File: src/assert_macros.svh
// ----------------------------------------------------------------------------
// Assertion macros
// Shared concurrent assertion helpers for the JSON unescape block.
// ----------------------------------------------------------------------------
`ifndef ASSERT_MACROS_SVH
`define ASSERT_MACROS_SVH

// Implication in the same cycle, disabled during reset.
`define ASSERT_IMPL(label, clk, rst_n, ante, cons) \
    label: assert property (@(posedge clk) disable iff (!rst_n) (ante) |-> (cons)) \
        else $error("assertion failed");

// Implication checked in the next cycle, disabled during reset.
`define ASSERT_NEXT(label, clk, rst_n, ante, cons) \
    label: assert property (@(posedge clk) disable iff (!rst_n) (ante) |=> (cons)) \
        else $error("assertion failed");

`endif

File: src/jsu_pkg.sv
// ----------------------------------------------------------------------------
// jsu_pkg
// Types, codes and helper functions of the JSON string unescaper.
// ----------------------------------------------------------------------------
package jsu_pkg;

    typedef enum logic [3:0] {
        PH_IDLE = 4'd0,
        PH_STR  = 4'd1,
        PH_ESC  = 4'd2,
        PH_HI   = 4'd3,
        PH_BS   = 4'd4,
        PH_U    = 4'd5,
        PH_LO   = 4'd6
    } t_phase;

    typedef enum logic [2:0] {
        ST_DATA    = 3'd0,
        ST_OK      = 3'd1,
        ST_SYNTAX  = 3'd2,
        ST_CTRL    = 3'd3,
        ST_UNKNOWN = 3'd4,
        ST_SHORT   = 3'd5,
        ST_NUL     = 3'd6,
        ST_LONE    = 3'd7
    } t_status;

    localparam logic [7:0]  CH_QUOTE   = 8'h22;
    localparam logic [7:0]  CH_BSLASH  = 8'h5C;
    localparam logic [7:0]  CH_U       = 8'h75;
    localparam logic [7:0]  CTRL_LIMIT = 8'h20;
    localparam logic [15:0] HI_SUR_MIN = 16'hD800;
    localparam logic [15:0] HI_SUR_MAX = 16'hDBFF;
    localparam logic [15:0] LO_SUR_MIN = 16'hDC00;
    localparam logic [15:0] LO_SUR_MAX = 16'hDFFF;
    localparam logic [20:0] SUPP_BASE  = 21'h10000;
    localparam int          MAX_RES    = 4;

    typedef struct packed {
        logic [7:0] data;
        t_status    st;
    } t_res;

    // Up to four results of one input byte, in delivery order.
    typedef struct packed {
        t_res [MAX_RES-1:0] res;
        logic [2:0]         cnt;
    } t_pkt;

    typedef struct packed {
        logic valid;
        t_pkt pkt;
    } t_push;

    typedef struct packed {
        logic valid;
        t_pkt pkt;
    } t_head;

    typedef struct packed {
        logic       ok;
        logic [3:0] value;
    } t_hex;

    function automatic t_hex hex_digit(input logic [7:0] c);
        t_hex h;
        h = '0;
        if (c >= 8'h30 && c <= 8'h39) begin
            h.ok    = 1'b1;
            h.value = 4'(c - 8'h30);
        end else if (c >= 8'h61 && c <= 8'h66) begin
            h.ok    = 1'b1;
            h.value = 4'(c - 8'h57);
        end else if (c >= 8'h41 && c <= 8'h46) begin
            h.ok    = 1'b1;
            h.value = 4'(c - 8'h37);
        end
        return h;
    endfunction

    // Returns zero for a byte that is not a simple escape letter.
    function automatic logic [7:0] simple_escape(input logic [7:0] e);
        logic [7:0] r;
        case (e)
            8'h22:   r = 8'h22;
            8'h5C:   r = 8'h5C;
            8'h2F:   r = 8'h2F;
            8'h62:   r = 8'h08;
            8'h66:   r = 8'h0C;
            8'h6E:   r = 8'h0A;
            8'h72:   r = 8'h0D;
            8'h74:   r = 8'h09;
            default: r = 8'h00;
        endcase
        return r;
    endfunction

    function automatic t_pkt one_result(input logic [7:0] data, input t_status st);
        t_pkt p;
        p              = '0;
        p.res[0].data  = data;
        p.res[0].st    = st;
        p.cnt          = 3'd1;
        return p;
    endfunction

    function automatic t_pkt utf8_encode(input logic [20:0] cp);
        t_pkt p;
        p = '0;
        if (cp < 21'h80) begin
            p.res[0].data = cp[7:0];
            p.cnt         = 3'd1;
        end else if (cp < 21'h800) begin
            p.res[0].data = {3'b110, cp[10:6]};
            p.res[1].data = {2'b10, cp[5:0]};
            p.cnt         = 3'd2;
        end else if (cp < SUPP_BASE) begin
            p.res[0].data = {4'b1110, cp[15:12]};
            p.res[1].data = {2'b10, cp[11:6]};
            p.res[2].data = {2'b10, cp[5:0]};
            p.cnt         = 3'd3;
        end else begin
            p.res[0].data = {5'b11110, cp[20:18]};
            p.res[1].data = {2'b10, cp[17:12]};
            p.res[2].data = {2'b10, cp[11:6]};
            p.res[3].data = {2'b10, cp[5:0]};
            p.cnt         = 3'd4;
        end
        return p;
    endfunction

endpackage

File: src/jsu_in_if.sv
// ----------------------------------------------------------------------------
// jsu_in_if
// Input channel: one text byte per transaction.
// ----------------------------------------------------------------------------
interface jsu_in_if;
    logic       valid;
    logic       ready;
    logic [7:0] in_byte;
    logic       text_end;

    modport source (output valid, output in_byte, output text_end, input ready);
    modport sink   (input valid, input in_byte, input text_end, output ready);
endinterface

File: src/jsu_out_if.sv
// ----------------------------------------------------------------------------
// jsu_out_if
// Output channel: one decoded byte or status per transaction.
// ----------------------------------------------------------------------------
interface jsu_out_if;
    logic       valid;
    logic       ready;
    logic [7:0] out_byte;
    logic [2:0] status;
    logic       last;

    modport source (output valid, output out_byte, output status, output last,
                    input ready);
    modport sink   (input valid, input out_byte, input status, input last,
                    output ready);
endinterface

File: src/json_string_unescape_utf8.sv
// ----------------------------------------------------------------------------
// json_string_unescape_utf8
// Decodes a quoted JSON string, byte by byte, into UTF-8 bytes and a status.
// ----------------------------------------------------------------------------
// The block accepts one text byte per clock while the result queue has room,
// and turns each into zero to four result transactions: decoded UTF-8 bytes
// with status 0, and one final status (closed ok or an error) that ends every
// string. Results leave at one per cycle while the output is ready, so the
// output serializer sets the sustained rate when escapes expand. The results
// of a byte are registered into the queue when it is accepted and leave from
// the queue head. The queue depth sets how many result groups may wait while
// the output stalls.

module json_string_unescape_utf8
    import jsu_pkg::*;
#(
    parameter int QUEUE_DEPTH = 2
) (
    input  logic      i_clk,
    input  logic      i_rst_n,
    jsu_in_if.sink    i_in,
    jsu_out_if.source o_out
);

    t_push push;
    t_head head;
    logic  full;
    logic  pop;

    jsu_front u_front (
        .i_clk   (i_clk),
        .i_rst_n (i_rst_n),
        .i_in    (i_in),
        .i_full  (full),
        .o_push  (push)
    );

    jsu_queue #(
        .DEPTH (QUEUE_DEPTH)
    ) u_queue (
        .i_clk   (i_clk),
        .i_rst_n (i_rst_n),
        .i_push  (push),
        .o_full  (full),
        .o_head  (head),
        .i_pop   (pop)
    );

    jsu_back u_back (
        .i_clk   (i_clk),
        .i_rst_n (i_rst_n),
        .i_head  (head),
        .o_pop   (pop),
        .o_out   (o_out)
    );

endmodule

File: src/jsu_front.sv
// ----------------------------------------------------------------------------
// jsu_front
// Escape decoder: takes one byte a cycle while the queue has room and builds its group of results.
// ----------------------------------------------------------------------------
`include "assert_macros.svh"

module jsu_front
    import jsu_pkg::*;
(
    input  logic     i_clk,
    input  logic     i_rst_n,
    jsu_in_if.sink   i_in,
    input  logic     i_full,
    output t_push    o_push
);

    t_phase      r_phase, n_phase;
    logic [15:0] r_hex_value, n_hex_value;
    logic [1:0]  r_hex_count, n_hex_count;
    logic [9:0]  r_high, n_high;

    logic        accept;
    logic [7:0]  c;
    logic        txt_end;
    t_hex        dig;
    logic [15:0] hv_full;
    logic [7:0]  esc;
    logic        fail_en;
    t_status     fail_st;
    t_pkt        pkt;

    assign i_in.ready = !i_full;
    assign accept     = i_in.valid && !i_full;
    assign c          = i_in.in_byte;
    assign txt_end    = i_in.text_end;
    assign dig        = hex_digit(c);
    assign hv_full    = {r_hex_value[11:0], dig.value};
    assign esc        = simple_escape(c);

    always_comb begin
        n_phase     = r_phase;
        n_hex_value = r_hex_value;
        n_hex_count = r_hex_count;
        n_high      = r_high;
        pkt         = '0;
        fail_en     = 1'b0;
        fail_st     = ST_SYNTAX;
        case (r_phase)
            PH_STR: begin
                if (c == CH_QUOTE) begin
                    pkt     = one_result(8'h00, ST_OK);
                    n_phase = PH_IDLE;
                end else if (c < CTRL_LIMIT) begin
                    fail_en = 1'b1;
                    fail_st = ST_CTRL;
                end else if (txt_end) begin
                    fail_en = 1'b1;
                end else if (c == CH_BSLASH) begin
                    n_phase = PH_ESC;
                end else begin
                    pkt = one_result(c, ST_DATA);
                end
            end
            PH_ESC: begin
                if (c == CH_U) begin
                    n_hex_value = '0;
                    n_hex_count = '0;
                    if (txt_end) begin
                        fail_en = 1'b1;
                        fail_st = ST_SHORT;
                    end else begin
                        n_phase = PH_HI;
                    end
                end else if (esc == 8'h00) begin
                    fail_en = 1'b1;
                    fail_st = ST_UNKNOWN;
                end else if (txt_end) begin
                    fail_en = 1'b1;
                end else begin
                    pkt     = one_result(esc, ST_DATA);
                    n_phase = PH_STR;
                end
            end
            PH_HI, PH_LO: begin
                if (!dig.ok) begin
                    fail_en = 1'b1;
                    fail_st = ST_SHORT;
                end else begin
                    n_hex_value = hv_full;
                    if (r_hex_count != 2'd3) begin
                        n_hex_count = r_hex_count + 2'd1;
                        if (txt_end) begin
                            fail_en = 1'b1;
                            fail_st = ST_SHORT;
                        end
                    end else begin
                        n_hex_count = '0;
                        if (r_phase == PH_HI) begin
                            if (hv_full == 16'h0000) begin
                                fail_en = 1'b1;
                                fail_st = ST_NUL;
                            end else if (hv_full >= LO_SUR_MIN && hv_full <= LO_SUR_MAX) begin
                                fail_en = 1'b1;
                                fail_st = ST_LONE;
                            end else if (hv_full >= HI_SUR_MIN && hv_full <= HI_SUR_MAX) begin
                                n_high = hv_full[9:0];
                                if (txt_end) begin
                                    fail_en = 1'b1;
                                    fail_st = ST_LONE;
                                end else begin
                                    n_phase = PH_BS;
                                end
                            end else if (txt_end) begin
                                fail_en = 1'b1;
                            end else begin
                                pkt     = utf8_encode({5'b0, hv_full});
                                n_phase = PH_STR;
                            end
                        end else begin
                            if (hv_full < LO_SUR_MIN || hv_full > LO_SUR_MAX) begin
                                fail_en = 1'b1;
                                fail_st = ST_LONE;
                            end else if (txt_end) begin
                                fail_en = 1'b1;
                            end else begin
                                // low half offset is simply its bottom ten bits
                                pkt = utf8_encode(SUPP_BASE
                                      + {1'b0, r_high, hv_full[9:0]});
                                n_phase = PH_STR;
                            end
                        end
                    end
                end
            end
            PH_BS: begin
                if (c != CH_BSLASH || txt_end) begin
                    fail_en = 1'b1;
                    fail_st = ST_LONE;
                end else begin
                    n_phase = PH_U;
                end
            end
            PH_U: begin
                if (c != CH_U) begin
                    fail_en = 1'b1;
                    fail_st = ST_LONE;
                end else begin
                    n_hex_value = '0;
                    n_hex_count = '0;
                    if (txt_end) begin
                        fail_en = 1'b1;
                        fail_st = ST_SHORT;
                    end else begin
                        n_phase = PH_LO;
                    end
                end
            end
            default: begin
                if (c != CH_QUOTE || txt_end) begin
                    fail_en = 1'b1;
                end else begin
                    n_phase = PH_STR;
                end
            end
        endcase
        // any error ends the string with one status
        if (fail_en) begin
            pkt     = one_result(8'h00, fail_st);
            n_phase = PH_IDLE;
        end
    end

    always_ff @(posedge i_clk) begin
        if (!i_rst_n) begin
            r_phase     <= PH_IDLE;
            r_hex_value <= '0;
            r_hex_count <= '0;
            r_high      <= '0;
        end else if (accept) begin
            r_phase     <= n_phase;
            r_hex_value <= n_hex_value;
            r_hex_count <= n_hex_count;
            r_high      <= n_high;
        end
    end

    assign o_push.valid = accept && (pkt.cnt != 3'd0);
    assign o_push.pkt   = pkt;

    `ASSERT_NEXT(a_status_ends_string, i_clk, i_rst_n, o_push.valid && o_push.pkt.res[0].st != ST_DATA, r_phase == PH_IDLE)
    `ASSERT_IMPL(a_push_count_range, i_clk, i_rst_n, o_push.valid, o_push.pkt.cnt <= 3'(MAX_RES))

endmodule

File: src/jsu_queue.sv
// ----------------------------------------------------------------------------
// jsu_queue
// Short queue of result groups between the decoder and the serializer.
// ----------------------------------------------------------------------------
`include "assert_macros.svh"

module jsu_queue
    import jsu_pkg::*;
#(
    parameter int DEPTH = 2
) (
    input  logic  i_clk,
    input  logic  i_rst_n,
    input  t_push i_push,
    output logic  o_full,
    output t_head o_head,
    input  logic  i_pop
);

    localparam int AW = (DEPTH > 1) ? $clog2(DEPTH) : 1;
    localparam int CW = $clog2(DEPTH + 1);

    t_pkt          r_slot [DEPTH];
    logic [AW-1:0] r_wr, n_wr;
    logic [AW-1:0] r_rd, n_rd;
    logic [CW-1:0] r_count, n_count;
    logic          do_pop;

    assign o_full       = (r_count == CW'(DEPTH));
    assign o_head.valid = (r_count != '0);
    assign o_head.pkt   = r_slot[r_rd];
    assign do_pop       = i_pop && o_head.valid;

    always_comb begin
        n_wr    = r_wr;
        n_rd    = r_rd;
        n_count = r_count;
        if (i_push.valid) begin
            n_wr = (r_wr == AW'(DEPTH - 1)) ? '0 : r_wr + 1'b1;
        end
        if (do_pop) begin
            n_rd = (r_rd == AW'(DEPTH - 1)) ? '0 : r_rd + 1'b1;
        end
        if (i_push.valid && !do_pop) begin
            n_count = r_count + 1'b1;
        end else if (!i_push.valid && do_pop) begin
            n_count = r_count - 1'b1;
        end
    end

    always_ff @(posedge i_clk) begin
        if (!i_rst_n) begin
            r_wr    <= '0;
            r_rd    <= '0;
            r_count <= '0;
        end else begin
            r_wr    <= n_wr;
            r_rd    <= n_rd;
            r_count <= n_count;
        end
    end

    always_ff @(posedge i_clk) begin
        if (i_push.valid) begin
            r_slot[r_wr] <= i_push.pkt;
        end
    end

    `ASSERT_IMPL(a_no_push_when_full, i_clk, i_rst_n, i_push.valid, !o_full)

endmodule

File: src/jsu_back.sv
// ----------------------------------------------------------------------------
// jsu_back
// Serializer: delivers the results of the head group one per transaction.
// ----------------------------------------------------------------------------
`include "assert_macros.svh"

module jsu_back
    import jsu_pkg::*;
(
    input  logic      i_clk,
    input  logic      i_rst_n,
    input  t_head     i_head,
    output logic      o_pop,
    jsu_out_if.source o_out
);

    logic [1:0] r_idx, n_idx;
    logic       is_last;
    logic       xfer;
    t_res       cur;

    assign cur     = i_head.pkt.res[r_idx];
    assign is_last = ({1'b0, r_idx} == (i_head.pkt.cnt - 3'd1));
    assign xfer    = i_head.valid && o_out.ready;

    assign o_out.valid    = i_head.valid;
    assign o_out.out_byte = cur.data;
    assign o_out.status   = cur.st;
    assign o_out.last     = is_last;
    assign o_pop          = xfer && is_last;

    always_comb begin
        n_idx = r_idx;
        if (xfer) begin
            // advance within the group, restart at the next one
            n_idx = is_last ? 2'd0 : r_idx + 2'd1;
        end
    end

    always_ff @(posedge i_clk) begin
        if (!i_rst_n) begin
            r_idx <= '0;
        end else begin
            r_idx <= n_idx;
        end
    end

    `ASSERT_IMPL(a_index_in_group, i_clk, i_rst_n, i_head.valid, {1'b0, r_idx} < i_head.pkt.cnt)

endmodule
File: src/flat_wrapper.sv
// flat-port wrapper written by rule: the top's interface ports become plain ports
module json_string_unescape_utf8_flat import jsu_pkg::*;
#(
    parameter int QUEUE_DEPTH = 2
)
  (i_clk, i_rst_n, i_in_valid, i_in_in_byte, i_in_text_end, i_in_ready, o_out_valid, o_out_out_byte, o_out_status, o_out_last, o_out_ready);
  jsu_in_if i_in_i ();
  jsu_out_if o_out_i ();
  input  logic i_clk;
  input  logic i_rst_n;
  input wire logic [$bits(i_in_i.valid)-1:0] i_in_valid;
  input wire logic [$bits(i_in_i.in_byte)-1:0] i_in_in_byte;
  input wire logic [$bits(i_in_i.text_end)-1:0] i_in_text_end;
  output wire logic [$bits(i_in_i.ready)-1:0] i_in_ready;
  output wire logic [$bits(o_out_i.valid)-1:0] o_out_valid;
  output wire logic [$bits(o_out_i.out_byte)-1:0] o_out_out_byte;
  output wire logic [$bits(o_out_i.status)-1:0] o_out_status;
  output wire logic [$bits(o_out_i.last)-1:0] o_out_last;
  input wire logic [$bits(o_out_i.ready)-1:0] o_out_ready;
  assign i_in_i.valid = i_in_valid;
  assign i_in_i.in_byte = i_in_in_byte;
  assign i_in_i.text_end = i_in_text_end;
  assign i_in_ready = i_in_i.ready;
  assign o_out_valid = o_out_i.valid;
  assign o_out_out_byte = o_out_i.out_byte;
  assign o_out_status = o_out_i.status;
  assign o_out_last = o_out_i.last;
  assign o_out_i.ready = o_out_ready;
  json_string_unescape_utf8 #(.QUEUE_DEPTH(QUEUE_DEPTH)) u_core (.i_clk(i_clk), .i_rst_n(i_rst_n), .i_in(i_in_i), .o_out(o_out_i));
endmodule
File: config.mk
export PLATFORM = sky130hd
export DESIGN_NAME = json_string_unescape_utf8_flat
export DESIGN_NICKNAME = d
export VERILOG_FILES = /design/src/jsu_pkg.sv /design/src/jsu_in_if.sv /design/src/jsu_out_if.sv /design/src/json_string_unescape_utf8.sv /design/src/jsu_front.sv /design/src/jsu_queue.sv /design/src/jsu_back.sv /design/src/flat_wrapper.sv
export VERILOG_INCLUDE_DIRS = /design/src /design/src/src
export SDC_FILE = /design/constraint.sdc
export NUM_CORES = 1
export LEC_CHECK = 0
export BUFFER_PORTS_ARGS = -buffer_cell sky130_fd_sc_hd__clkbuf_2
export CAP_MARGIN = 20
export CORE_MARGIN = 2
export CORE_UTILIZATION = 42
export CTS_BUF_LIST = sky130_fd_sc_hd__clkbuf_4 sky130_fd_sc_hd__clkbuf_8 sky130_fd_sc_hd__clkbuf_16
export CTS_CLUSTER_DIAMETER = 30
export CTS_CLUSTER_SIZE = 24
export DETAILED_ROUTE_END_ITERATION = 16
export PLACE_DENSITY_LB_ADDON = 0.25
export SYNTH_ARGS = -nofsm -noshare
export SYNTH_HDL_FRONTEND = slang
export SYNTH_HIERARCHICAL = 1
export SYNTH_SLANG_ARGS = --single-unit
export TNS_END_PERCENT = 50
File: constraint.sdc
create_clock -name i_clk -period 15.6 [get_ports i_clk]
set_input_delay 4.68 -clock i_clk [delete_from_list [all_inputs] [get_ports i_clk]]
set_output_delay 4.68 -clock i_clk [all_outputs]
set_load 0.03 [all_outputs]
==> Flow_metrics.wiki, run 1 <==
{| class="wikitable"
! Metric !! Value
|-
| Result of the run || finished clean
|-
| Setup Viol. Count Final || 0
|-
| Most frequently used flop master after synthesis || sky130_fd_sc_hd__edfxtp_1
|-
| Most used cells in the layout excluding fill and tap cells || 94 x sky130_fd_sc_hd__edfxtp_1, 57 x sky130_fd_sc_hd__nor2_1, 54 x sky130_fd_sc_hd__nand2_1
|-
| Final worst path period share || between 50% and 60%
|-
| Core Footprint || 17800 µm²
|-
| Sequential cell area fraction in the yosys report || 46.5%
|-
| Vias || 5906
|-
| Horizontal extent of the die || about 140 µm
|-
| Overall Global Routing Usage || 20.6%
|-
| Number of standard cells after synthesis || between 700 and 800
|-
| Final count of hold timing violations || 0
|-
| Number of synthesized flops with an enable pin || 94
|-
| Largest family of logic cells by synthesized area || simple AND/OR/NAND/NOR gates
|-
| Number of synthesized register bits || 129
|-
| Synth Area in XOR/XNOR || under 10%
|-
| Async set-or-reset flop fraction in the synthesized netlist || 0%
|-
| Antenna Nets Post-Route || 0
|-
| RePlAce Congestion || 0.934
|-
| Multiplexer share of the synthesized area || 11.8%
|-
| Slew at the pin closest to its max-slew limit || between 900 and 1000 ps
|-
| Number of buffers created by CTS || 17
|-
| Number of maximum-capacitance violations || 0
|-
| Category of the most critical setup path || in2reg
|-
| Die ar. || 19100 µm²
|-
| Vias in the first global route || 5664
|-
| Synth warnings || 6
|-
| Antenna violations before repair || 0
|-
| Area fraction in and, or, nand and nor cells after synthesis || 17.4%
|-
| HPWL reported at the end of detailed placement || 13800 µm
|-
| CTS tree || yes
|-
| Synthesized area divided by synthesized cell count || 10.5 µm²
|-
| Global-route wire length before repair || 31100 µm
|-
| Skew-Pair Late Insertion Delay || 410 ps
|-
| Fin crit period || 8380 ps
|-
| Static leakage power || about 3.0 nW
|-
| Endpoint type of the worst setup path || register
|-
| Worst Setup Start Kind || primary input
|-
| Average wire per standard cell || 20.3 µm
|-
| Router iterations before antenna repair || 6
|-
| Area growth from synthesis to layout || 10.5%
|-
| Grt total ovfl || 0
|-
| Area contributors post-synth || sky130_fd_sc_hd__edfxtp_1 37%, sky130_fd_sc_hd__dfxtp_1 9.2%, sky130_fd_sc_hd__mux2_2 7.3%
|-
| Peak ir drop on the vdd network || 0.101 mV
|-
| Buffers inserted during post-CTS setup optimization || 0
|-
| Top-level port count || 27
|-
| Cell Rows || 49
|-
| CP arrival || about 8400 ps
|-
| Number of gates given a new drive strength after cts || 0
|-
| Number of buffers added to fix hold violations after cts || 0
|-
| Most area-hungry cell type in the Yosys netlist || sky130_fd_sc_hd__edfxtp_1
|-
| Antenna cell count || 0
|-
| Y dimension of the die || 138 µm
|-
| Fraction of layout cells with a size suffix above 1 || around a fifth
|-
| Synthesized-area fraction occupied by adder cells || 1.32%
|-
| Initial cell density of the core || 42.5%
|-
| Critical path peak fanout || 39
|-
| Final TNS setup || 0 ps
|-
| Largest net degree at the start of global routing || 48
|-
| Starting DRC count in detailed routing || just under 700
|-
| Worst slew slack as a fraction of its limit || between 30% and 40%
|-
| Post-layout net count || around 740
|-
| Most common library cell in the layout ignoring fill and taps || sky130_fd_sc_hd__edfxtp_1
|-
| Number of sinks handled by clock tree synthesis || about 130
|-
| Root cell of the clock tree || sky130_fd_sc_hd__clkbuf_16
|-
| Post-synthesis compound-gate area fraction || 16.3%
|-
| Final Max Slew Viols || 0
|-
| H-Tree Depth || 4
|-
| Drt drc || 0
|-
| Total power density per cell area || 113 nW/µm²
|-
| Number of distinct standard cells referenced by the synthesized netlist || between 80 and 90
|-
| Hold Slack || 461 ps
|-
| Area of the mapped netlist || around 7600 µm²
|-
| Synth top area share || 37.2%
|-
| Setup repair after global routing missed its margin || false
|-
| Setup skew after layout || 12.9 ps
|-
| Via count normalized by instance count || 6.14
|-
| Required time of the critical path || 15650 ps
|-
| Achievable clock frequency || 0.119 GHz
|-
| Number of buffers added on ports || 26
|-
| Path category of the worst min-delay check || reg2reg
|-
| Worst-case clock buffer depth || 2
|-
| Overall routed net length || 19600 µm
|-
| Fill cell total of the finished layout || 1638
|-
| Clock-pin transition on the worst setup and hold timing paths || 60 ps
|}
## synthesized netlist by cell type (all sizes together), types with 6 or more instances
cell / instances
o211ai: 7
nand2b: 9
mux2i: 8
nand3: 22
nor3b: 9
o22ai: 12
mux4: 11
nor4: 8
clkbuf: 30
inv: 20
nor3: 19
nor2b: 7
o21ai: 19
a21oi: 39
a211oi: 13
or3: 6
mux2: 49
and2: 16
nor2: 58
and3: 10
a31oi: 7
buf: 33
nand2: 54
a22oi: 13
nand4: 6
dfxtp: 35
ha: 8
edfxtp: 94
## final cells by class
type | count | area, µm² | share of cell area (%)
Multi-Input combinational cell | 520 | 3680 | 44.0
Sequential cell | 129 | 3520 | 42.1
Clock buffer | 18 | 433 | 5.17
Tap cell | 229 | 287 | 3.42
Timing Repair Buffer | 32 | 200 | 2.39
Clock inverter | 14 | 176 | 2.11
Inverter | 20 | 75.1 | 0.896
## final timing paths
| check | startpoint | end | slack [ps] | depth (start not counted) |
|---|---|---|---|---|
| max | i_in_in_byte[0] | u_core/u_queue/r_slot[0][29] | 7220 | 12 |
| min | u_core/u_front/r_hex_count[1] | u_core/u_front/r_hex_count[1] | 460 | 2 |
| max reg2reg | u_core/u_front/r_phase[2] | u_core/u_queue/r_slot[0][29] | 11170 | 8 |
| min reg2reg | u_core/u_front/r_hex_count[1] | u_core/u_front/r_hex_count[1] | 460 | 2 |
## layer usage
metal / wire length, µm / vias to the layer above / GRT usage (%)
met1: 8760 / 2901 / 27.7
met4: 459 / 0 / 7.41
met2: 9350 / 225 / 33.3
li1: - / 2741 / -
met5: 0 / - / 0
met3: 997 / 39 / 4.09
## registers in the layout, summed over array words and instances (netlist names), named ones only
| name | count |
|---|---|
| u_core/u_back/r_idx | 2 |
| u_core/u_front/r_hex_count | 2 |
| u_core/u_front/r_hex_value | 12 |
| u_core/u_front/r_high | 10 |
| u_core/u_front/r_phase | 4 |
| u_core/u_queue/r_count | 2 |
| u_core/u_queue/r_rd | 1 |
| u_core/u_queue/r_slot | 94 |
| u_core/u_queue/r_wr | 1 |
## worst max-delay path, stage by stage
cell and delay (ps):
sky130_fd_sc_hd__clkbuf_2 250, sky130_fd_sc_hd__inv_1 140, sky130_fd_sc_hd__ha_1 300, sky130_fd_sc_hd__nor2b_1 130
sky130_fd_sc_hd__a31oi_1 70, sky130_fd_sc_hd__o211ai_1 790, sky130_fd_sc_hd__a211oi_1 270, sky130_fd_sc_hd__a31o_1 290
sky130_fd_sc_hd__and2_1 200, sky130_fd_sc_hd__a31oi_1 330, sky130_fd_sc_hd__nor2b_4 410, sky130_fd_sc_hd__buf_4 530
## cells by family after synthesis
family / Yosys count
AND/OR/NAND/NOR: 249
AO/OA/AOI/OAI: 174
flip-flops: 129
buffers and inverters: 83
multiplexers: 68
XOR/XNOR: 9
adder cells (fa/ha/maj): 8
other: 1
## per-stage QoR
step | util [%] | cells | power, mW | area, µm² | setup slack, ps
floorplan | - | 732 | 0.520 | 7620 | 6030
CTS | 46.7 | 960 | 0.956 | 8340 | 7170
detailed placement | 43.3 | 928 | 0.549 | 7730 | 6730
global placement | 43.3 | 928 | 0.544 | 7730 | 6840
finish | 47.0 | 962 | 0.948 | 8380 | 7220
global route | 47.0 | 962 | 0.985 | 8380 | 6810
## report_power, final
part           switching [mW]  internal, mW  total, mW
clock                   0.150         0.255      0.405
sequential             0.0128         0.397      0.410
combinational          0.0801        0.0531      0.133
total                   0.243         0.705      0.948
Note: power is estimated with default switching activity, not from simulation.
==> inputs of run 2 (changes only) <==
Settings changed: ABC_AREA set to 1.
Clock period 15.6 ns to 7.1 ns, I/O delays scaled along.
==> run 2 against run 1 <==
Compared with the run above:
- critical path depth rose by 10
- register-to-register slack worse by 8100 ps
- largest cell class is now registers
- global-route usage rose by 0.055 points
==> Flow_metrics.wiki, run 2 <==
{| class="wikitable"
! Metric !! Value
|-
| Number of distinct standard cells referenced by the synthesized netlist || 48 (was 86)
|-
| Top-level port count || 27 (unchanged)
|-
| Number of synthesized register bits || 129 (unchanged)
|-
| Antenna Nets Post-Route || 0 (unchanged)
|-
| Worst reg-to-reg setup slack || 3110 ps (was 11170 ps)
|-
| CTS tree || yes (unchanged)
|-
| Setup skew after layout || 9.72 ps (was 12.9 ps)
|-
| Most used cells in the layout excluding fill and tap cells || 125 x sky130_fd_sc_hd__nand2_1, 107 x sky130_fd_sc_hd__nor2_1, 95 x sky130_fd_sc_hd__inv_1 (was 94 x sky130_fd_sc_hd__edfxtp_1, 57 x sky130_fd_sc_hd__nor2_1, 54 x sky130_fd_sc_hd__nand2_1)
|-
| Met2 layer usage reported by global route || 33.4% (was 33.3%)
|-
| Post-layout net count || 870 (was 741)
|-
| Most area-hungry cell type in the Yosys netlist || sky130_fd_sc_hd__edfxtp_1 (unchanged)
|-
| Required time of the critical path || 7130 ps (was 15650 ps)
|-
| Starting DRC count in detailed routing || 746 (was 676)
|-
| Worst slew slack as a fraction of its limit || 21.8% (was 35.3%)
|-
| Path category of the worst min-delay check || reg2reg (unchanged)
|-
| Clock-pin transition on the worst setup and hold timing paths || 60 ps (about the same)
|-
| Critical path peak fanout || 47 (was 39)
|-
| Most frequent cell after synthesis || sky130_fd_sc_hd__nand2_1 (was sky130_fd_sc_hd__edfxtp_1)
|-
| Area of the mapped netlist || 7410 µm² (was 7580 µm²)
|-
| Fraction of layout cells with a size suffix above 1 || 17.2% (was 19.0%)
|-
| Register containing the most flip-flops in the final layout || u_core/u_queue/r_slot (unchanged)
|-
| Initial cell density of the core || 42.9% (was 42.5%)
|-
| Root cell of the clock tree || sky130_fd_sc_hd__clkbuf_16 (unchanged)
|-
| Overall Global Routing Usage || 20.7% (was 20.6%)
|-
| Number of standard cells after synthesis || 831 (was 721)
|-
| H-Tree Depth || 4 (unchanged)
|-
| Number of gates given a new drive strength after cts || 0 (unchanged)
|-
| Number of buffers added on ports || 26 (unchanged)
|-
| Endpoint of the worst-slack reg-to-reg timing path || u_core/u_queue/r_slot[1][4] (was u_core/u_queue/r_slot[0][29])
|-
| Number of buffers created by CTS || 17 (unchanged)
|-
| Y dimension of the die || 137 µm (was 138 µm)
|-
| Overall routed net length || 18500 µm (was 19600 µm)
|-
| Achievable clock frequency || roughly 0.19 GHz
|-
| RePlAce Congestion || 0.996 (was 0.934)
|-
| Busiest grt layer || met2 (unchanged)
|-
| Number of flip-flops under the largest register name || 94 (unchanged)
|-
| Global-route wire length before repair || 29300 µm (was 31100 µm)
|-
| Maximum single-stage delay on the critical path || 770 ps (was 790 ps)
|-
| Slew at the pin closest to its max-slew limit || 1140 ps (was 970 ps)
|-
| Number of sinks handled by clock tree synthesis || 129 (unchanged)
|-
| Sink of the worst hold path || u_core/u_front/r_phase[3] (was u_core/u_front/r_hex_count[1])
|-
| Sequential cell area fraction in the yosys report || 47.5% (was 46.5%)
|-
| Fin crit period || 5240 ps
|-
| Final worst path period share || 73.9%
|-
| Static leakage power || 3.33 nW (was 2.96 nW)
|-
| Peak ir drop on the vdd network || 0.283 mV (was 0.101 mV)
|-
| CP arrival || 5280 ps (was 8430 ps)
|-
| Final TNS setup || 0 ps (unchanged)
|-
| Grt total ovfl || 0 (unchanged)
|-
| Synthesized area divided by synthesized cell count || 8.92 µm² (was 10.5 µm²)
|-
| Number of maximum-capacitance violations || 0 (unchanged)
|-
| Final count of hold timing violations || 0 (unchanged)
|-
| Via count normalized by instance count || 5.46 (was 6.14)
|-
| Count of non-filler cells in the finished layout || 1087 (was 962)
|-
| Async set-or-reset flop fraction in the synthesized netlist || 0% (unchanged)
|-
| Hold Path Depth || 2 (unchanged)
|-
| Cell Rows || 48 (was 49)
|-
| Worst path slowest cell || sky130_fd_sc_hd__inv_2 (was sky130_fd_sc_hd__o211ai_1)
|-
| Area growth from synthesis to layout || 11.6% (was 10.5%)
|-
| Area contributors post-synth || sky130_fd_sc_hd__edfxtp_1 38%, sky130_fd_sc_hd__dfxtp_1 9.4%, sky130_fd_sc_hd__nand2_1 6.3% (was sky130_fd_sc_hd__edfxtp_1 37%, sky130_fd_sc_hd__dfxtp_1 9.2%, sky130_fd_sc_hd__mux2_2 7.3%)
|-
| Worst reg2reg path startpoint || u_core/u_front/r_phase[0] (was u_core/u_front/r_phase[2])
|-
| Most frequently used flop master after synthesis || sky130_fd_sc_hd__edfxtp_1 (unchanged)
|-
| Category of the most critical setup path || in2reg (unchanged)
|-
| Number of placed instances, taps included || 1055 (was 928)
|-
| Drt drc || 0 (unchanged)
|-
| Worst-case clock buffer depth || 2 (unchanged)
|-
| Final Max Slew Viols || 0 (unchanged)
|-
| Endpoint type of the worst setup path || register (unchanged)
|-
| Synth top area share || 38.1% (was 37.2%)
|-
| Critical path origin || i_in_in_byte[0] (unchanged)
|-
| Vias || 5932 (was 5906)
|-
| Hold path startpoint || u_core/u_front/r_phase[3] (was u_core/u_front/r_hex_count[1])
|-
| Antenna cell count || 0 (unchanged)
|-
| Number of buffers added to fix hold violations after cts || 0 (unchanged)
|-
| Total power density per cell area || 398 nW/µm² (was 113 nW/µm²)
|-
| Core Footprint || 17300 µm² (was 17800 µm²)
|-
| Router iterations before antenna repair || 6 (unchanged)
|-
| Met1 Use GR || 27.8% (was 27.7%)
|-
| Skew-Pair Late Insertion Delay || 420 ps (was 410 ps)
|-
| Ordered list of cells on the worst path || clkbuf_2 > inv_1 > ha_1 > nor2_1 > nand2_1 > nand4_2 > inv_1 > nor2_1 > nand2_1 > nand2_2 > nor2_2 > nand3_2 > nand2_2 > nor2_1 > nand2_1 > nand2_1 > a21oi_1 > nand2_1 > o21bai_1 > inv_1 > nand2_1 > inv_2 (was clkbuf_2 > inv_1 > ha_1 > nor2b_1 > a31oi_1 > o211ai_1 > a211oi_1 > a31o_1 > and2_1 > a31oi_1 > nor2b_4 > buf_4)
|-
| Antenna violations before repair || 0 (unchanged)
|-
| Die ar. || 18700 µm² (was 19100 µm²)
|-
| Fill cell total of the finished layout || 1667 (was 1638)
|-
| Horizontal extent of the die || 137 µm (was 138 µm)
|-
| Vias in the first global route || 5620 (was 5664)
|-
| R2R depth || 17 (was 8)
|-
| Buffers inserted during post-CTS setup optimization || 0 (unchanged)
|-
| Most instantiated cells after synthesis || 125 x sky130_fd_sc_hd__nand2_1, 108 x sky130_fd_sc_hd__nor2_1, 96 x sky130_fd_sc_hd__inv_1 (was 94 x sky130_fd_sc_hd__edfxtp_1, 57 x sky130_fd_sc_hd__nor2_1, 54 x sky130_fd_sc_hd__nand2_1)
|-
| Average wire per standard cell || 17.0 µm (was 20.3 µm)
|-
| Setup repair after global routing missed its margin || false (unchanged)
|-
| Worst Setup Start Kind || primary input (unchanged)
|-
| HPWL reported at the end of detailed placement || 13300 µm (was 13800 µm)
|-
| Largest net degree at the start of global routing || 48 (unchanged)
|-
| Synth warnings || 6 (unchanged)
|-
| Cell mode on critical path || sky130_fd_sc_hd__nand2_1 (was sky130_fd_sc_hd__a31oi_1)
|-
| Most common library cell in the layout ignoring fill and taps || sky130_fd_sc_hd__nand2_1 (was sky130_fd_sc_hd__edfxtp_1)
|-
| Number of synthesized flops with an enable pin || 94 (unchanged)
|-
| Setup Viol. Count Final || 0 (unchanged)
|-
| Largest regs || u_core/u_queue/r_slot (94), u_core/u_front/r_hex_value (12), u_core/u_front/r_high (10) (unchanged)
|-
| Result of the run || finished clean (unchanged)
|-
| Fraction of met3 tracks used by global routing || 4.04% (was 4.09%)
|}
[run 2: changes by cell type after synthesis, moves of 13 or more]
cell,before,now
sky130_fd_sc_hd__and2_1,16,0
sky130_fd_sc_hd__clkbuf_1,29,15
sky130_fd_sc_hd__inv_1,18,96
sky130_fd_sc_hd__mux2_2,49,17
sky130_fd_sc_hd__mux2_4,0,30
sky130_fd_sc_hd__nand2_1,54,125
sky130_fd_sc_hd__nand3_1,22,35
sky130_fd_sc_hd__nor2_1,57,108
sky130_fd_sc_hd__o21ai_0,15,47
[run 2: worst max-delay path by stage]
stage,end,slack [ps],depth (start not counted)
CTS,u_core/u_queue/r_slot[1][8],1880,22
floorplan,u_core/u_queue/r_slot[0][0],820,21
finish,u_core/u_queue/r_slot[1][4],1860,22
global placement,u_core/u_queue/r_slot[1][36],1530,22
detailed placement,u_core/u_queue/r_slot[1][23],1440,22
global route,u_core/u_queue/r_slot[1][8],1470,22
[run 2: cell families after synthesis]
group,Yosys count,synth area share (%)
and+or+nand+nor,325,19.5
AOI/OAI and AO/OA,171,13.7
buffers and inverters,145,8.62
DFF,129,47.5
muxes,47,8.66
adders and majority gates,8,1.35
xor gates and xnor gates,5,0.591
other,1,0.0506
[run 2: layout make-up]
type                    count  area, µm²  area share, %
clock buffers              17        425           5.14
clock inverters            15        186           2.25
inverters                 104        390           4.72
multi-input cells         568       3300           39.9
flip-flops and latches    129       3520           42.6
well taps                 225        282           3.40
repair buffers             29        165           2.00
[run 2: critical path, delay by kind of cell]
family	cells	cell delay [ps]
AND/OR/NAND/NOR	14	1440
buffers and inverters	5	1250
adder cells (fa/ha/maj)	1	260
AO/OA/AOI/OAI	2	170
[run 2: power breakdown]
group | leakage [nW] | internal (mW) | switching [mW]
Sequential | 1.17 | 1.08 | 0.111
Combinational | 1.86 | 0.407 | 0.799
Clock | 0.295 | 0.556 | 0.337
[run 2: per-stage QoR]
step,worst slack (ps),power [mW],instance area (µm²),hold WS (ps),util (%)
2_1_floorplan,816,2.09,7460,431,-
3_3_place_gp,1530,2.41,7660,449,44.3
3_5_place_dp,1440,2.41,7660,449,44.3
4_1_cts,1880,3.31,8270,458,47.8
5_1_grt,1470,3.49,8270,488,47.8
6_report,1860,3.29,8270,454,47.8
[run 2: metal layers]
layer | vias to the layer above | part of all wire (%)
li1 | 2891 | -
met1 | 2798 | 45
met2 | 218 | 48
met3 | 25 | 5.4
met4 | 0 | 1.6
met5 | - | 0
==> inputs of run 3 (changes only) <==
Clock period 7.1 ns to 5.2 ns, I/O delays scaled along.
==> run 3 against run 2 <==
Compared with the run above:
- sequential share of layout area down 0.19 points
- global-route usage decreased by 0.24 points
- flip-flop and latch count stayed put
- non-clock buffer count is 5 higher
- total power increased by 37%
- sequential power rose by 34%
- routed wire length is 0.48% higher
- critical endpoint is now u_core/u_queue/r_slot[0][41]
- largest cell class unchanged
==> Flow_metrics.wiki, run 3 (synthesis gave the netlist of run 2 again) <==
{| class="wikitable"
! Metric !! Value
|-
| Final TNS setup || 0 ps (unchanged)
|-
| Post-place setup slack || 582 ps (was 1440 ps)
|-
| Slew at the pin closest to its max-slew limit || 829 ps (was 1140 ps)
|-
| Setup Viol. Count Final || 0 (unchanged)
|-
| Core Footprint || 17300 µm² (unchanged)
|-
| Most used cells in the layout excluding fill and tap cells || 125 x sky130_fd_sc_hd__nand2_1, 107 x sky130_fd_sc_hd__nor2_1, 95 x sky130_fd_sc_hd__inv_1 (unchanged)
|-
| Worst Setup Start Kind || primary input (unchanged)
|-
| HPWL reported at the end of detailed placement || 13300 µm (about the same)
|-
| Static leakage power || 3.35 nW (was 3.33 nW)
|-
| Buffers inserted during post-CTS setup optimization || 0 (unchanged)
|-
| CP arrival || 4330 ps (was 5280 ps)
|-
| Path category of the worst min-delay check || reg2reg (unchanged)
|-
| Achievable clock frequency || 0.236 GHz
|-
| Worst reg-to-reg setup slack || 1770 ps (was 3110 ps)
|-
| Clock-pin transition on the worst setup and hold timing paths || 60 ps (about the same)
|-
| Drt drc || 0 (unchanged)
|-
| Fraction of layout cells with a size suffix above 1 || 17.9% (was 17.2%)
|-
| Most common library cell in the layout ignoring fill and taps || sky130_fd_sc_hd__nand2_1 (unchanged)
|-
| Final count of hold timing violations || 0 (unchanged)
|-
| Die ar. || 18700 µm² (unchanged)
|-
| Largest regs || u_core/u_queue/r_slot (94), u_core/u_front/r_hex_value (12), u_core/u_front/r_high (10) (unchanged)
|-
| Vias in the first global route || 5641 (was 5620)
|-
| Final worst path period share || about four fifths
|-
| Skew-Pair Late Insertion Delay || 420 ps (about the same)
|-
| Ordered list of cells on the worst path || clkbuf_2 > inv_1 > ha_1 > nor2_1 > nand2_1 > nand4_2 > inv_1 > nor2_1 > nand2_1 > nand2_2 > nor2_2 > nand3_2 > nand2_2 > nor2_1 > nand2_1 > nand2_1 > a21oi_1 > nand2_1 > o21bai_1 > inv_1 > inv_1 > nor2_4 > buf_12 (was clkbuf_2 > inv_1 > ha_1 > nor2_1 > nand2_1 > nand4_2 > inv_1 > nor2_1 > nand2_1 > nand2_2 > nor2_2 > nand3_2 > nand2_2 > nor2_1 > nand2_1 > nand2_1 > a21oi_1 > nand2_1 > o21bai_1 > inv_1 > nand2_1 > inv_2)
|-
| Final Max Slew Viols || 0 (unchanged)
|-
| Result of the run || finished clean (unchanged)
|-
| Area of placed instances || 7710 µm² (was 7660 µm²)
|-
| Area growth from synthesis to layout || 12.1% (was 11.6%)
|-
| Total power density per cell area || 541 nW/µm² (was 398 nW/µm²)
|-
| Grt total ovfl || 0 (unchanged)
|-
| Number of buffers created by CTS || 17 (unchanged)
|-
| Antenna cell count || 0 (unchanged)
|-
| Top-level port count || 27 (unchanged)
|-
| Maximum single-stage delay on the critical path || 270 ps (was 770 ps)
|-
| Worst path slowest cell || sky130_fd_sc_hd__ha_1 (was sky130_fd_sc_hd__inv_2)
|-
| Initial cell density of the core || 42.9% (unchanged)
|-
| Core Util, Final || 48.1% (was 47.8%)
|-
| Global-route wire length before repair || 28800 µm (was 29300 µm)
|-
| Worst slew slack as a fraction of its limit || 44.6% (was 21.8%)
|-
| Largest net degree at the start of global routing || 48 (unchanged)
|-
| Worst reg2reg path startpoint || u_core/u_front/r_phase[0] (unchanged)
|-
| Critical path endpoint || u_core/u_queue/r_slot[0][41] (was u_core/u_queue/r_slot[1][4])
|-
| Number of sinks handled by clock tree synthesis || 129 (unchanged)
|-
| Number of buffers added on ports || 26 (unchanged)
|-
| R2R depth || 18 (was 17)
|-
| Peak ir drop on the vdd network || 0.303 mV (was 0.283 mV)
|-
| Hold path startpoint || u_core/u_front/r_phase[3] (unchanged)
|-
| Final std cell area, no fill || 8310 µm² (was 8270 µm²)
|-
| Critical path origin || i_in_in_byte[0] (unchanged)
|-
| Hold Slack || 453 ps (was 454 ps)
|-
| Setup skew after layout || 11.1 ps (was 9.72 ps)
|-
| Via count normalized by instance count || 5.47 (was 5.46)
|-
| Horizontal extent of the die || 137 µm (unchanged)
|-
| Register containing the most flip-flops in the final layout || u_core/u_queue/r_slot (unchanged)
|-
| Number of flip-flops under the largest register name || 94 (unchanged)
|-
| CTS tree || yes (unchanged)
|-
| Average wire per standard cell || 17.0 µm (about the same)
|-
| Post-layout net count || 875 (was 870)
|-
| Critical path peak fanout || 47 (unchanged)
|-
| Endpoint of the worst-slack reg-to-reg timing path || u_core/u_queue/r_slot[0][41] (was u_core/u_queue/r_slot[1][4])
|-
| H-Tree Depth || 4 (unchanged)
|-
| Setup repair after global routing missed its margin || false (unchanged)
|-
| Root cell of the clock tree || sky130_fd_sc_hd__clkbuf_16 (unchanged)
|-
| Antenna Nets Post-Route || 0 (unchanged)
|-
| Overall Global Routing Usage || 20.4% (was 20.7%)
|-
| Number of gates given a new drive strength after cts || 0 (unchanged)
|-
| Required time of the critical path || 5300 ps (was 7130 ps)
|-
| Number of placed instances, taps included || 1060 (was 1055)
|-
| Number of maximum-capacitance violations || 0 (unchanged)
|-
| Power Total || 4.50 mW (was 3.29 mW)
|-
| Starting DRC count in detailed routing || 576 (was 746)
|-
| Overall routed net length || 18600 µm (was 18500 µm)
|-
| Fin crit period || 4230 ps
|-
| Router iterations before antenna repair || 5 (was 6)
|-
| Worst-case clock buffer depth || 2 (unchanged)
|-
| Endpoint type of the worst setup path || register (unchanged)
|-
| Cell Rows || 48 (unchanged)
|-
| Category of the most critical setup path || in2reg (unchanged)
|-
| Count of non-filler cells in the finished layout || 1092 (was 1087)
|-
| Vias || 5969 (was 5932)
|-
| Post-layout worst setup margin || 966 ps (was 1860 ps)
|-
| Y dimension of the die || 137 µm (unchanged)
|-
| Antenna violations before repair || 0 (unchanged)
|-
| Cell mode on critical path || sky130_fd_sc_hd__nand2_1 (unchanged)
|-
| Number of buffers added to fix hold violations after cts || 0 (unchanged)
|-
| RePlAce Congestion || 1.01 (was 0.996)
|}
-- run 3: worst min-delay path by stage --
stage,endpoint,slack [ps],cells after the start
2_1_floorplan,u_core/u_front/r_phase[3],430,2
3_3_place_gp,u_core/u_front/r_phase[3],450,2
3_5_place_dp,u_core/u_front/r_phase[3],450,2
4_1_cts,u_core/u_front/r_phase[3],460,2
5_1_grt,u_core/u_front/r_phase[3],480,2
6_report,u_core/u_front/r_phase[3],450,2
-- run 3: critical path: cells and delay by family --
family,cells,cell delay [ps]
AND/OR/NAND/NOR,14,1490
adder cells (fa/ha/maj),1,270
buffers and inverters,6,810
AO/OA/AOI/OAI,2,160
-- run 3: where the power goes --
part / total [mW] / switching, mW / leakage (nW) / internal, mW
Sequential: 1.60 / 0.131 / 1.17 / 1.47
Combinational: 1.69 / 1.12 / 1.89 / 0.574
Clock: 1.20 / 0.480 / 0.288 / 0.720
Total: 4.50 / 1.73 / 3.35 / 2.77
-- run 3: per-layer routing --
layer | vias up | share of wire, % | track usage, %
li1 | 2905 | - | -
met2 | 198 | 47 | 34.0
met1 | 2834 | 45 | 26.6
met4 | 0 | 2.1 | 7.96
met3 | 32 | 5.1 | 3.44
met5 | - | 0 | 0
-- run 3: layout make-up --
| class | count | area [µm²] |
|---|---|---|
| Clock buffer | 17 | 425 |
| Clock inverter | 15 | 174 |
| Fill cell | 1669 | 8980 |
| Inverter | 104 | 390 |
| Multi-Input combinational cell | 568 | 3300 |
| Sequential cell | 129 | 3520 |
| Tap cell | 225 | 282 |
| Timing Repair Buffer | 34 | 215 |
